File: config.mk
export PLATFORM = sky130hd
export DESIGN_NAME = network_recovery_policy_top
export DESIGN_NICKNAME = d
export VERILOG_FILES = /design/src/nrp_pkg.sv /design/src/network_recovery_policy_top.sv
export SDC_FILE = /design/constraint.sdc
export NUM_CORES = 1
export LEC_CHECK = 0
export BUFFER_PORTS_ARGS = -buffer_cell sky130_fd_sc_hd__buf_4
export CAP_MARGIN = 20
export CORE_MARGIN = 2
export CORE_UTILIZATION = 40
export DETAILED_ROUTE_END_ITERATION = 16
export SYNTH_ARGS = -nofsm -noshare
export SYNTH_HDL_FRONTEND = slang
export SYNTH_SLANG_ARGS = --single-unit
export TNS_END_PERCENT = 5
File: constraint.sdc
create_clock -name clk -period 4 [get_ports clk]
set_input_delay 0.4 -clock clk [delete_from_list [all_inputs] [get_ports clk]]
set_output_delay 0.4 -clock clk [all_outputs]
set_load 0.02 [all_outputs]
File: src/nrp_pkg.sv
`timescale 1ns / 1ps
`default_nettype none

package nrp_pkg;

  localparam int unsigned TimeW = 32;

  // event kinds
  localparam logic [2:0] KIND_POLL       = 3'd0;
  localparam logic [2:0] KIND_LINK       = 3'd1;
  localparam logic [2:0] KIND_REGISTER   = 3'd2;
  localparam logic [2:0] KIND_PROV_DONE  = 3'd3;
  localparam logic [2:0] KIND_RESTART    = 3'd4;

  // poll actions
  localparam logic [1:0] ACT_NONE      = 2'd0;
  localparam logic [1:0] ACT_CONNECT   = 2'd1;
  localparam logic [1:0] ACT_PROVISION = 2'd2;

  // configuration register indexes
  localparam logic [1:0] REG_START_CONFIGURED = 2'd0;
  localparam logic [1:0] REG_RECOVERY_TIMEOUT = 2'd1;
  localparam logic [1:0] REG_PROV_WINDOW      = 2'd2;

  localparam logic [TimeW-1:0] RECOVERY_TIMEOUT_RESET = 32'd300000;
  localparam logic [TimeW-1:0] PROV_WINDOW_RESET      = 32'd180000;

  typedef struct packed {
    logic [2:0]       kind;
    logic [TimeW-1:0] now_ms;
    logic             status_flag;
  } item_t;

  typedef struct packed {
    logic [1:0] action;
    logic       provisioning_active;
  } result_t;

endpackage

`default_nettype wire

File: src/network_recovery_policy_top.sv
`timescale 1ns / 1ps
`default_nettype none

// Network recovery policy. One event beat in, one result beat out, one beat per cycle
// while item_stall is low: the policy flags and both 32-bit timestamp compares are
// evaluated in the accept cycle; the result is registered in the output register, or in
// the skid entry while that stalls. A two-entry buffer keeps the event side accepting
// while a result waits; item_stall rises only when both entries are full. Config writes
// are always ready (cfg_ready tied high); an index past the three registers is ignored.
module network_recovery_policy_top (
  input  wire                   clk,
  input  wire                   rst,
  input  wire                   item_valid,
  output logic                  item_stall,
  input  wire nrp_pkg::item_t   item,
  output logic                  result_valid,
  input  wire                   result_stall,
  output nrp_pkg::result_t      result,
  input  wire                   cfg_valid,
  output logic                  cfg_ready,
  input  wire [1:0]             cfg_index,
  input  wire [31:0]            cfg_data
);
  import nrp_pkg::*;

  // configuration
  logic             start_configured;
  logic [TimeW-1:0] recovery_timeout_ms;
  logic [TimeW-1:0] provisioning_window_ms;

  // policy state
  logic             is_configured, is_configured_next;
  logic             link_up, link_up_next;
  logic             connect_attempted, connect_attempted_next;
  logic             in_provisioning, in_provisioning_next;
  logic             is_registered, is_registered_next;
  logic             provisioning_asked, provisioning_asked_next;
  logic             has_deadline, has_deadline_next;
  logic [TimeW-1:0] last_registered_time, last_registered_time_next;
  logic [TimeW-1:0] provisioning_start_time, provisioning_start_time_next;

  // output buffer
  logic    skid_valid;
  result_t skid;
  result_t res_next;

  logic             accept;
  logic [TimeW-1:0] since_start;
  logic [TimeW-1:0] since_registered;
  logic [1:0]       action;

  assign cfg_ready  = 1'b1;
  assign item_stall = skid_valid;
  assign accept     = item_valid && !item_stall;

  assign since_start      = item.now_ms - provisioning_start_time;
  assign since_registered = item.now_ms - last_registered_time;

  always_ff @(posedge clk) begin
    if (rst) begin
      start_configured       <= 1'b0;
      recovery_timeout_ms    <= RECOVERY_TIMEOUT_RESET;
      provisioning_window_ms <= PROV_WINDOW_RESET;
    end else if (cfg_valid && cfg_ready) begin
      case (cfg_index)
        REG_START_CONFIGURED: start_configured       <= cfg_data[0];
        REG_RECOVERY_TIMEOUT: recovery_timeout_ms    <= cfg_data;
        REG_PROV_WINDOW:      provisioning_window_ms <= cfg_data;
        default: ;
      endcase
    end
  end

  always_comb begin
    is_configured_next           = is_configured;
    link_up_next                 = link_up;
    connect_attempted_next       = connect_attempted;
    in_provisioning_next         = in_provisioning;
    is_registered_next           = is_registered;
    provisioning_asked_next      = provisioning_asked;
    has_deadline_next            = has_deadline;
    last_registered_time_next    = last_registered_time;
    provisioning_start_time_next = provisioning_start_time;
    action                       = ACT_NONE;

    case (item.kind)
      KIND_POLL: begin
        if (in_provisioning) begin
          // recovery provisioning gives up after the window and reconnects
          if (has_deadline && since_start >= provisioning_window_ms) begin
            in_provisioning_next      = 1'b0;
            provisioning_asked_next   = 1'b0;
            is_configured_next        = 1'b1;
            last_registered_time_next = item.now_ms;
            connect_attempted_next    = 1'b0;
            action                    = ACT_CONNECT;
          end
        end else if (!is_configured) begin
          in_provisioning_next    = 1'b1;
          provisioning_asked_next = 1'b1;
          has_deadline_next       = 1'b0;
          action                  = ACT_PROVISION;
        end else if (!is_registered && !provisioning_asked &&
                     since_registered >= recovery_timeout_ms) begin
          in_provisioning_next         = 1'b1;
          provisioning_asked_next      = 1'b1;
          provisioning_start_time_next = item.now_ms;
          has_deadline_next            = 1'b1;
          action                       = ACT_PROVISION;
        end else if (!link_up && !connect_attempted) begin
          connect_attempted_next = 1'b1;
          action                 = ACT_CONNECT;
        end
      end
      KIND_LINK: begin
        if (link_up && !item.status_flag) begin
          connect_attempted_next    = 1'b0;
          last_registered_time_next = item.now_ms;
          provisioning_asked_next   = 1'b0;
        end
        link_up_next = item.status_flag;
      end
      KIND_REGISTER: begin
        if (item.status_flag || is_registered) begin
          last_registered_time_next = item.now_ms;
          provisioning_asked_next   = 1'b0;
        end
        is_registered_next = item.status_flag;
      end
      KIND_PROV_DONE: begin
        in_provisioning_next      = 1'b0;
        provisioning_asked_next   = 1'b0;
        has_deadline_next         = 1'b0;
        is_configured_next        = 1'b1;
        last_registered_time_next = item.now_ms;
        connect_attempted_next    = 1'b0;
      end
      KIND_RESTART: begin
        is_configured_next           = start_configured;
        link_up_next                 = 1'b0;
        connect_attempted_next       = 1'b0;
        in_provisioning_next         = 1'b0;
        is_registered_next           = 1'b0;
        provisioning_asked_next      = 1'b0;
        has_deadline_next            = 1'b0;
        last_registered_time_next    = item.now_ms;
        provisioning_start_time_next = '0;
      end
      default: ;
    endcase

    res_next.action              = action;
    res_next.provisioning_active = in_provisioning_next;
  end

  always_ff @(posedge clk) begin
    if (rst) begin
      is_configured           <= 1'b0;
      link_up                 <= 1'b0;
      connect_attempted       <= 1'b0;
      in_provisioning         <= 1'b0;
      is_registered           <= 1'b0;
      provisioning_asked      <= 1'b0;
      has_deadline            <= 1'b0;
      last_registered_time    <= '0;
      provisioning_start_time <= '0;
    end else if (accept) begin
      is_configured           <= is_configured_next;
      link_up                 <= link_up_next;
      connect_attempted       <= connect_attempted_next;
      in_provisioning         <= in_provisioning_next;
      is_registered           <= is_registered_next;
      provisioning_asked      <= provisioning_asked_next;
      has_deadline            <= has_deadline_next;
      last_registered_time    <= last_registered_time_next;
      provisioning_start_time <= provisioning_start_time_next;
    end
  end

  // output register with a skid entry behind it
  always_ff @(posedge clk) begin
    if (rst) begin
      result_valid <= 1'b0;
      skid_valid   <= 1'b0;
    end else if (!result_valid || !result_stall) begin
      if (skid_valid) begin
        result_valid <= 1'b1;
        skid_valid   <= 1'b0;
      end else begin
        result_valid <= accept;
      end
    end else if (accept) begin
      skid_valid <= 1'b1;
    end
  end

  always_ff @(posedge clk) begin
    if (!result_valid || !result_stall) begin
      if (skid_valid) begin
        result <= skid;
      end else if (accept) begin
        result <= res_next;
      end
    end else if (accept) begin
      skid <= res_next;
    end
  end

  a_skid_behind_output: assert property (@(posedge clk) disable iff (rst)
    skid_valid |-> result_valid)
    else $error("skid entry held while output register empty");

  a_provision_sets_active: assert property (@(posedge clk) disable iff (rst)
    result_valid && result.action == ACT_PROVISION |-> result.provisioning_active)
    else $error("start provisioning without provisioning mode");

  a_connect_clears_active: assert property (@(posedge clk) disable iff (rst)
    result_valid && result.action == ACT_CONNECT |-> !result.provisioning_active)
    else $error("connect issued while still provisioning");

  a_full_buffer_stalls: assert property (@(posedge clk) disable iff (rst)
    result_valid && result_stall && skid_valid |=> skid_valid)
    else $error("skid entry lost while output stalled");

endmodule

`default_nettype wire
### Word level (Yosys, flattened, before mapping)

Index checks and enable logic that the tools add are counted.

* register bits after elaboration: 144
* input bits: 75

* bitwise logic cells: 1
* muxes and demuxes: 43
* $lt $le $gt $ge: 2
* $add $sub $neg: 2
* reductions and logical operators: 41
* eq/ne operators: 19

Operators with widths (number)
* $mux 32: 7
* $pmux 32 s4: 1
* $ge 32x32->1: 2
* $pmux 32 s2: 1
* $sub 32x32->32: 2
* $mux 1: 21
* $ne 3x3->1 const B: 5
* $ne 2x2->1 const B: 7
* $reduce_and 2->1: 7
* $reduce_and 6->1: 2
* $reduce_bool 2->1: 5
* $logic_not 1->1: 8
* $mux 2: 4
* $pmux 1 s2: 4
* $reduce_and 4->1: 2
* $reduce_and 7->1: 1
* $eq 3x2->1 const B: 2
* $logic_and 1x1->1: 6
* $mux 3: 2
* $pmux 1 s3: 2
* $reduce_bool 3->1: 2
* $reduce_and 5->1: 1
* $ne 4x4->1 const B: 1
* $pmux 1 s4: 1
* other kinds (10): 12

### Logic depth before layout (Yosys ltp)

Gate-level depths: netlist of run 1.

* depth in word-level cells: 9
* gate-level depth with buffers: 22
* depth with buffers taken out: 21

### Worst setup path after synthesis of run 1

Ideal clock, no wire load.

* path type: in2reg
* from: in item[1] (netlist bit)
* to: reg provisioning_start_time[10]
* setup slack: -307 ps
* arrival time: 4191 ps
* stages on the path: 22
* required time: 3883 ps
* buffers on the path: 2
* cell sequence: inv_1 > ha_1 > inv_1 > fa_1 > a21o_1 > and4_1 > nand3b_1 > a211oi_2 > nor3_2 > o41ai_4 > nor4b_1 > a311o_1 > ha_1 > a21o_1 > a21o_1 > a21oi_1 > o21ai_0 > o21bai_1 > and4b_1 > clkbuf_1 > buf_2 > a22o_1

* word-level cells in the longest chain between the ends: 5

RTL lines
* start: declaration: line network_recovery_policy_top.sv:15 `input wire nrp_pkg::item_t item,`
* $sub 32x32->32: line network_recovery_policy_top.sv:57 `assign since_registered = item.now_ms - last_registered_time;`
* $ge 32x32->1: line network_recovery_policy_top.sv:104 `since_registered >= recovery_timeout_ms) begin`
* $logic_and 1x1->1: line network_recovery_policy_top.sv:103 `end else if (!is_registered && !provisioning_asked &&`
* $ne 2x2->1 (no line)
* $reduce_and 5->1 (no line)
* end signal: assignment: line network_recovery_policy_top.sv:176 `provisioning_start_time <= provisioning_start_time_next;`
* end: declaration: line network_recovery_policy_top.sv:40 `logic [TimeW-1:0] provisioning_start_time, provisioning_start_time_next;`

No other way between the ends.
A chain may end at the register's enable or synchronous reset.

### Worst setup path in the final report of run 1

* from: reg provisioning_start_time[0]
* to: reg last_registered_time[16]

* word-level cells in the longest chain between the ends: 5

RTL lines
* $sub 32x32->32: line network_recovery_policy_top.sv:56 `assign since_start = item.now_ms - provisioning_start_time;`
* $ge 32x32->1: line network_recovery_policy_top.sv:90 `if (has_deadline && since_start >= provisioning_window_ms) begin`
* $logic_and 1x1->1: line network_recovery_policy_top.sv:90
* $ne 2x2->1 (no line)
* $reduce_and 6->1 (no line)
* end signal: assignment: line network_recovery_policy_top.sv:175 `last_registered_time <= last_registered_time_next;`
* end: declaration: line network_recovery_policy_top.sv:39 `logic [TimeW-1:0] last_registered_time, last_registered_time_next;`

No other way between the ends.

==> impl_metrics.toml, run 1 <==
[timing]
fin_crit_sh_pct = 112
hold_violations = 0
slew_viol_final = 0
tightestPinTransition_ns = 0.987
fmax_ghz = 0.224
setup_viol = 75
rsz0062_at_grt = "yes"
fin_crit_ns = 4.47
timing.final.ws_setup_ns = -0.473
clock_skew_ns = 0.00817
slew_headroom_pct = 34.2

[route]
drt_iter0_drc = 592
wl_per_cell_microns = 15.8
route.detailed.drc = 0
ant_nets = 0
vias = 9638
totalWireLength_microns = 29000
viasPerCell = 5.24
dr.pass1.iters = 5

[cts]
clkSinkCount = 144
cts_made_buffers = 17
clk_path_buf_depth = 2
clkLatencyLatePin_ns = 0.43
cts_tree = "done"
path_clk_slew_ns = 0.06
cts_hold_buf = 0
root_buffer = "clkbuf_16"
h-tree-depth = 4

[yosys]
synth_top_area_share_pct = 27.1
yosysTopAreaCell = "dfxtp_1"
synth_nets = 1468
avgSynthCellArea_sq_um = 8.06
syn_inst = 1265
yosys_warnings = 0
async_flop_share_pct = 0
postSynthRegisterBits = 144
synthDistinctLibCells = 76
synth-edff-count = 6
synth_area_sq_um = 10200
ys_seq_area_share_pct = 28.9
synth_area_leaders = "dfxtp_1, ha_1, a21oi_1"
synth-main-ff-cell = "dfxtp_1"

[cells_and_area]
diodes = 0
area_growth_pct = 31.8
final_cell_mix = "buf_4, inv_1, dfxtp_1, nand2_1, ha_1"
final_cells = 1838
layout_commonest_cell = "buf_4"
drive_gt1_share_pct = 23.6
fillers = 2427
fin_util_pct = 53.5
finalNetCount = 1698

[run_status]
violations = "setup timing"
status = "finished with violations"

[die]
initial_core_util_pct = 40.6
die_y_microns = 164
coreArea_sq_um = 25100
rows = 58
die_area_sq_um = 26800
die_x_microns = 164
pin_count = 81

[worst_setup_path]
crit_start = "provisioning_start_time[0]"
r2r_start = "provisioning_start_time[0]"
reg2reg_depth = 22
worstPathRequired_ns = 4.29
start_kind = "flop"
path_max_fanout = 9
worstSetupEndpoint = "last_registered_time[16]"
r2r-end = "last_registered_time[16]"
worstSetupPathType = "reg -> reg"
end_kind = "flop"
ff2ff_setup_slack_ns = -0.47
cp.arrival_ns = 4.77

[global_routing]
grt_pass1_wl_microns = 46000
antenna_found_initial = 0
grt_pass1_vias = 8966
overflow = 0
grt_start_max_net_pins = 57
grt_use_total_pct = 21.8

[placement]
dp_cells = 1793
place_ws_ns = -0.936
dp_hpwl_microns = 21300
io_buffers = 79
globalplace.congestion = 0.880

[pwr]
power.density_nw_per_um2 = 346
p_leak_nw = 5.77
ir_drop_v = 0.000224

[worst_hold_path]
hold_class = "in -> reg"

[run]
maxCapViolations = 0
==> logic make-up after synthesis <==
logic type               Yosys count  share of synthesized area [%]
multiplexers                      37                           3.66
buffers and inverters            199                           7.78
AO/OA/AOI/OAI                    356                           23.9
AND/OR/NAND/NOR                  355                           16.1
flip-flops                       144                           28.9
XOR/XNOR                          45                           3.86
adder cells (fa/ha/maj)          128                           15.8
other                              1                         0.0368
==> per-stage QoR <==
stage	power (mW)	hold slack (ns)	TNS [ns]	instance area, sq um
finish	4.65	0.177	-30.27	13400
global route	4.90	0.174	-47.12	13400
CTS	4.62	0.162	-30.82	13100
detailed placement	2.77	0.447	-62.06	12300
global placement	2.76	0.444	-57.12	12300
floorplan	2.30	0.436	-2.40	10300
==> registers in the layout, indices dropped and copies added (netlist names) <==
register,count
result_valid,1
is_configured,1
connect_attempted,1
item_stall,1
provisioning_window_ms,32
provisioning_start_time,32
recovery_timeout_ms,32
provisioning_asked,1
last_registered_time,32
is_registered,1
in_provisioning,1
skid,3
has_deadline,1
start_configured,1
link_up,1
result,3
==> cell usage after synthesis, types with 7 or more instances <==
cell type  number
inv_1         152
dfxtp_1       138
nand2_1       131
ha_1          126
a21oi_1       118
nor2_1        104
a21o_1         45
o21ai_0        41
mux2i_1        35
a22o_1         32
xnor2_1        31
clkbuf_1       29
nand3_1        22
a211o_1        17
nor3_1         14
xor2_1         14
nand2b_1       13
nand4_1        13
a211oi_1       10
and3_1         10
nor2b_1        10
o21a_1         10
a31oi_1         9
o31ai_1         9
a221oi_1        7
buf_2           7
==> report_power, final <==
part	total [mW]	switching [mW]	internal (mW)
Sequential	1.52	0.0260	1.49
Combinational	1.33	0.683	0.643
Clock	1.80	0.664	1.14
Total	4.65	1.37	3.27
==> critical path, cell delays in order (launching register included) <==
cell and delay (ns):
dfxtp_1 0.32, ha_1 0.19, inv_1 0.08, fa_1 0.20, a21oi_2 0.08, nor2_2 0.20, nor3_2 0.07, or3_4 0.41
a21o_1 0.21, and2_2 0.21, o21ai_0 0.20, a311oi_1 0.14, ha_1 0.33, nand4_1 0.22, nor4_4 0.34, a221oi_2 0.09
o21ai_1 0.11, nand3_2 0.12, a31oi_4 0.22, buf_6 0.16, clkbuf_16 0.18, mux2i_1 0.19, nor2_1 0.06
==> timing repair <==
item                       CTS  global route
setup buffers                4             6
gates cloned                 0             3
pin swaps                   26            22
setup endpoints to repair   75            75
resized for setup           38            36
==> final cells by class <==
type                       count  area [sq um]  share of cell area (%)
multi-input combinational    922          6790                    50.5
sequential                   144          2950                    21.9
timing repair buffer         258          2060                    15.3
inverter                     152           583                    4.34
clock buffer                  21           460                    3.43
tap                          330           413                    3.07
clock inverter                11           186                    1.39
==> routing by layer <==
layer	routed length [microns]	part of all wire [%]	up-vias	track usage, %
met5	0	0	-	0
met4	516	1.8	0	5.54
met3	1250	4.3	40	3.43
met2	12800	44	220	34.5
met1	14400	50	4469	31.0
li1	-	-	4909	-
==> worst min-delay path by stage <==
stage	slack [ns]	startpoint	end	cells past startpoint
after detailed placement	0.45	recovery_timeout_ms[11]	recovery_timeout_ms[11]	2
after global routing	0.17	cfg_data[8]	recovery_timeout_ms[8]	2
after CTS	0.16	cfg_data[18]	recovery_timeout_ms[18]	2
final	0.18	cfg_data[18]	recovery_timeout_ms[18]	2
after global placement	0.44	provisioning_window_ms[7]	provisioning_window_ms[7]	2
after floorplan	0.44	provisioning_window_ms[14]	provisioning_window_ms[14]	2
Power figures use the tool's default switching activity.
==> run 2, diff against run 1 <==
ABC_AREA = 1   (was unset)
==> impl_metrics.toml, run 2 <==
[pwr]
p_leak_nw = 6.44
power.density_nw_per_um2 = 377
ir_drop_v = 0.000251
power_mw = 5.20

[worst_setup_path]
reg2reg_depth = 25
end_kind = "flop"
worstPathRequired_ns = 4.32
start_kind = "flop"
r2r_start = "last_registered_time[11]"
cp_top_family = "simple AND/OR/NAND/NOR gates"
path_buf_inv = 5
r2r-end = "provisioning_start_time[18]"
path_max_fanout = 9
critical_path.most_common_cell = "nand2_1"
slowest_delay_ns = 0.34
worstSetupPathType = "reg -> reg"
ff2ff_setup_slack_ns = -0.03
cp.arrival_ns = 4.35
crit_slowest_cell = "ha_1"

[worst_hold_path]
min_to = "last_registered_time[0]"
hold_class = "in -> reg"
holdPathStages = 2
hp-start = "rst"

[die]
coreArea_sq_um = 26900
die_y_microns = 169
die_area_sq_um = 28600
rows = 60
pin_count = 81
initial_core_util_pct = 40.6
die_x_microns = 169

[route]
vias = 10932
ant_nets = 0
dr.pass1.iters = 6
route.detailed.drc = 0
wl_per_cell_microns = 16.2
viasPerCell = 5.06
wl_met2_microns = 15600
m1WireLength_microns = 17200
top_layer_used = "met4"
totalWireLength_microns = 35000
drt_iter0_drc = 837
wl_met3_microns = 1540

[yosys]
syn_inst = 1636
synth_top_area_share_pct = 25.3
async_flop_share_pct = 0
synth_area_sq_um = 10900
synth-edff-count = 6
postSynthRegisterBits = 144
synthDistinctLibCells = 49
avgSynthCellArea_sq_um = 6.67
synth_area_leaders = "dfxtp_1, ha_1, nand2_1"
yosys_warnings = 0
synth_nets = 1839
synth-main-ff-cell = "dfxtp_1"
yosysMostFrequentCell = "nand2_1"
synthTopCellsByCount = "nand2_1, inv_1, nor2_1"
ys_seq_area_share_pct = 27.0
yosysTopAreaCell = "dfxtp_1"

[cells_and_area]
area_growth_pct = 26.5
drive_gt1_share_pct = 19.3
final_cells = 2159
layout_commonest_cell = "nand2_1"
regArea_sq_um = 2950
final_cell_mix = "nand2_1, inv_1, buf_4, nor2_1, a21oi_1"
fillers = 2723
fin_util_pct = 51.3
multi_input_area_sq_um = 7300
diodes = 0
final_cell_area_sq_um = 13800
finalNetCount = 2008

[placement]
place_ws_ns = -0.346
dpl_cell_area_sq_um = 12500
dp_hpwl_microns = 26200
io_buffers = 79
globalplace.congestion = 0.974
dp_cells = 2115

[cts]
cts_made_buffers = 17
cts_hold_buf = 0
clk_path_buf_depth = 2
root_buffer = "clkbuf_16"
h-tree-depth = 4
path_clk_slew_ns = 0.07
clkSinkCount = 144
clkLatencyLatePin_ns = 0.44
cts_tree = "done"

[global_routing]
antenna_found_initial = 0
grt_pass1_wl_microns = 53000
grt_pass1_vias = 10137
grt_start_max_net_pins = 66
grt_use_total_pct = 23.4
overflow = 0

[timing]
hold_violations = 0
clock_skew_ns = 0.0123
fin_crit_sh_pct = 101
rsz0062_at_grt = "yes"
slew_viol_final = 0
slew_headroom_pct = 48.0
setup_viol = 19
timing.final.ws_setup_ns = -0.0316
tightestPinTransition_ns = 0.780
fin_crit_ns = 4.03
fmax_ghz = 0.248

[run_status]
status = "finished with violations"
violations = "setup timing"

[run]
maxCapViolations = 0
[run 2: cell families (layout without fill, tap and decap cells)]
family / after synthesis / in the layout / synth area share, %
adder cells (fa/ha/maj): 128 / 128 / 14.8
AND/OR/NAND/NOR: 669 / 669 / 24.8
AO/OA/AOI/OAI: 345 / 345 / 17.7
XOR/XNOR: 60 / 60 / 4.82
flip-flops: 144 / 144 / 27.0
other: 1 / 1 / 0.0344
buffers and inverters: 289 / 471 / 10.8
[run 2: power by group]
part	leakage [nW]	switching [mW]	total, mW	internal (mW)
clock network	0.281	0.771	1.65	0.881
registers	1.19	0.0302	1.56	1.53
logic	4.97	1.16	1.99	0.825
[run 2: how the worst max path moves through the flow]
stage / depth (start not counted) / slack, ns / start / endpoint
5_1_grt: 25 / -0.22 / last_registered_time[7] / provisioning_start_time[12]
3_5_place_dp: 28 / -0.35 / item[1] / result[2]
6_report: 25 / -0.03 / last_registered_time[11] / provisioning_start_time[18]
2_1_floorplan: 26 / 0.31 / item[1] / provisioning_start_time[10]
3_3_place_gp: 30 / -0.28 / item[1] / result[0]
4_1_cts: 26 / 0.02 / last_registered_time[0] / provisioning_start_time[18]
[run 2: area by class of cell]
type,count,share of cell area [%]
Tap cell,341,3.09
Inverter,238,6.48
Sequential cell,144,21.3
Timing Repair Buffer,201,12.0
Clock buffer,18,3.11
Multi-Input combinational cell,1203,52.9
Clock inverter,14,1.03
[run 2: routing by layer]
| layer | track usage [%] | vias to the layer above |
|---|---|---|
| met3 | 2.87 | 52 |
| met5 | 0 | - |
| li1 | - | 5645 |
| met1 | 33.7 | 4971 |
| met2 | 37.4 | 264 |
| met4 | 5.46 | 0 |
[run 2: timing repair]
item	CTS	global route
endpoints found under the setup margin	38	75
pin swaps	1	31
setup buffers	0	8
cloned	0	4
gates resized for setup	4	103
[run 2: metrics by stage]
stage	setup TNS [ns]	hold WS [ns]
floorplan	0	0.426
global placement	-13.68	0.432
detailed placement	-18.41	0.443
CTS	0	0.189
global route	-7.35	0.202
finish	-0.215	0.198
==> run 3, diff against run 2 <==
PLACE_DENSITY_LB_ADDON = 0.25   (was unset)
==> impl_metrics.toml, run 3 (synthesis results as in run 2) <==
[run_status]
status = "finished clean"

[timing]
clock_skew_ns = 0.0107
fin_crit_sh_pct = 98.9
hold_violations = 0
tightestPinTransition_ns = 0.761
fmax_ghz = 0.253
slew_headroom_pct = 49.2
slew_viol_final = 0
fin_crit_ns = 3.96
rsz0062_at_grt = "yes"
setup_viol = 0
fin_hold_ws_ns = 0.198

[route]
top_layer_used = "met4"
m1WireLength_microns = 17400
drt_iter0_drc = 785
ant_nets = 0
viasPerCell = 5.15
vias = 11093
wl_met3_microns = 1590
totalWireLength_microns = 36000
wl_met2_microns = 16400
route.detailed.drc = 0
dr.pass1.iters = 6
wl_per_cell_microns = 16.7

[die]
initial_core_util_pct = 40.6
pin_count = 81
die_y_microns = 169
die_x_microns = 169
die_area_sq_um = 28600
rows = 60
coreArea_sq_um = 26900

[cells_and_area]
final_cells = 2152
final_cell_area_sq_um = 13900
finalNetCount = 2001
fillers = 2654
layout_commonest_cell = "nand2_1"
drive_gt1_share_pct = 18.9
final_cell_mix = "nand2_1, inv_1, nor2_1, buf_4, a21oi_1"
area_growth_pct = 27.0
diodes = 0

[cts]
clkSinkCount = 144
root_buffer = "clkbuf_16"
path_clk_slew_ns = 0.07
cts_hold_buf = 0
clkLatencyLatePin_ns = 0.43
h-tree-depth = 4
cts_made_buffers = 17
clk_path_buf_depth = 2
cts_tree = "done"

[worst_setup_path]
end_kind = "flop"
worstSetupPathType = "reg -> reg"
path_max_fanout = 10
cp.arrival_ns = 4.32
worstPathRequired_ns = 4.36
start_kind = "flop"

[global_routing]
grt_pass1_vias = 10044
grt_start_max_net_pins = 71
grt_pass1_wl_microns = 51800
overflow = 0
antenna_found_initial = 0
grt_use_total_pct = 22.8

[pwr]
p_leak_nw = 6.46
power_mw = 5.15
pwr-share-clk_pct = 31.5
combPwrFrac_pct = 38.2
power.density_nw_per_um2 = 372
swShare_pct = 37.5
power_frac_seq_pct = 30.3
power_switching_mw = 1.93
p_int_mw = 3.22
ir_drop_v = 0.000256

[placement]
dp_cells = 2096
dp_hpwl_microns = 25700
globalplace.congestion = 0.958
io_buffers = 79
dpl_cell_area_sq_um = 12400

[worst_hold_path]
hold_class = "in -> reg"

[run]
maxCapViolations = 0
==> run 3: cell types whose count changed in the layout (fill, tap and decap cells not counted), sizes merged <==
cell	change
clkbuf	+4
clkinvlp	+1
inv	-2
clkinv	+2
buf	-12
==> run 3: what timing repair did <==
item / CTS / global route
endpoints found under the setup margin: 0 / 75
resized for setup: 0 / 111
setup buffers: 0 / 11
==> run 3: cell type report <==
class | count | area, sq um | area share (%)
Sequential cell | 144 | 2950 | 21.3
Tap cell | 341 | 427 | 3.08
Timing Repair Buffer | 194 | 1720 | 12.4
Clock inverter | 15 | 150 | 1.08
Inverter | 238 | 897 | 6.48
Multi-Input combinational cell | 1203 | 7290 | 52.6
Clock buffer | 17 | 425 | 3.07
==> run 3: worst paths after layout <==
path	start	to	slack (ns)	depth (start not counted)
max	last_registered_time[8]	provisioning_start_time[27]	0.04	24
min	cfg_data[5]	provisioning_window_ms[5]	0.20	3
max reg2reg	last_registered_time[8]	provisioning_start_time[27]	0.04	24
min reg2reg	provisioning_asked	provisioning_asked	0.46	2
==> run 3: per-stage QoR <==
stage	setup slack (ns)	setup TNS (ns)	utilization, %
finish	0.0433	0	51.5
global route	-0.193	-7.63	51.5
CTS	0.0170	0	48.2
detailed placement	-0.267	-11.19	46.1
global placement	-0.235	-8.91	46.1
floorplan	0.311	0	-
==> run 3: worst max-delay path: stages (launching register included) <==
cell and delay [ns]:
dfxtp_1 0.31, inv_1 0.05, ha_1 0.38, nand2_1 0.15, inv_1 0.14, a21oi_1 0.09
o21ai_0 0.17, nand2_1 0.08, o211ai_1 0.10, buf_4 0.19, a31oi_4 0.09, xor2_2 0.17
ha_1 0.31, nand2_1 0.07, nor2_2 0.14, nand2_2 0.11, nor4_4 0.24, nand2_1 0.11
nand2_2 0.10, nand2_4 0.06, o21ai_4 0.19, buf_12 0.20, clkbuf_16 0.18, a21oi_1 0.08
nor2_1 0.17
==> run 3: per-layer routing <==
| layer | GRT usage, % | vias to the layer above |
|---|---|---|
| met4 | 6.17 | 0 |
| li1 | - | 5635 |
| met5 | 0 | - |
| met1 | 32.5 | 5127 |
| met3 | 2.96 | 35 |
| met2 | 36.3 | 296 |
==> run 3: power by group through the flow <==
stage          Combinational, mW  Clock, mW  Sequential, mW
2_1_floorplan               1.13          0            1.59
3_3_place_gp                1.69          0            1.59
3_5_place_dp                1.72          0            1.59
4_1_cts                     1.74       1.64            1.56
5_1_grt                     2.18       1.71            1.57
6_report                    1.96       1.62            1.56
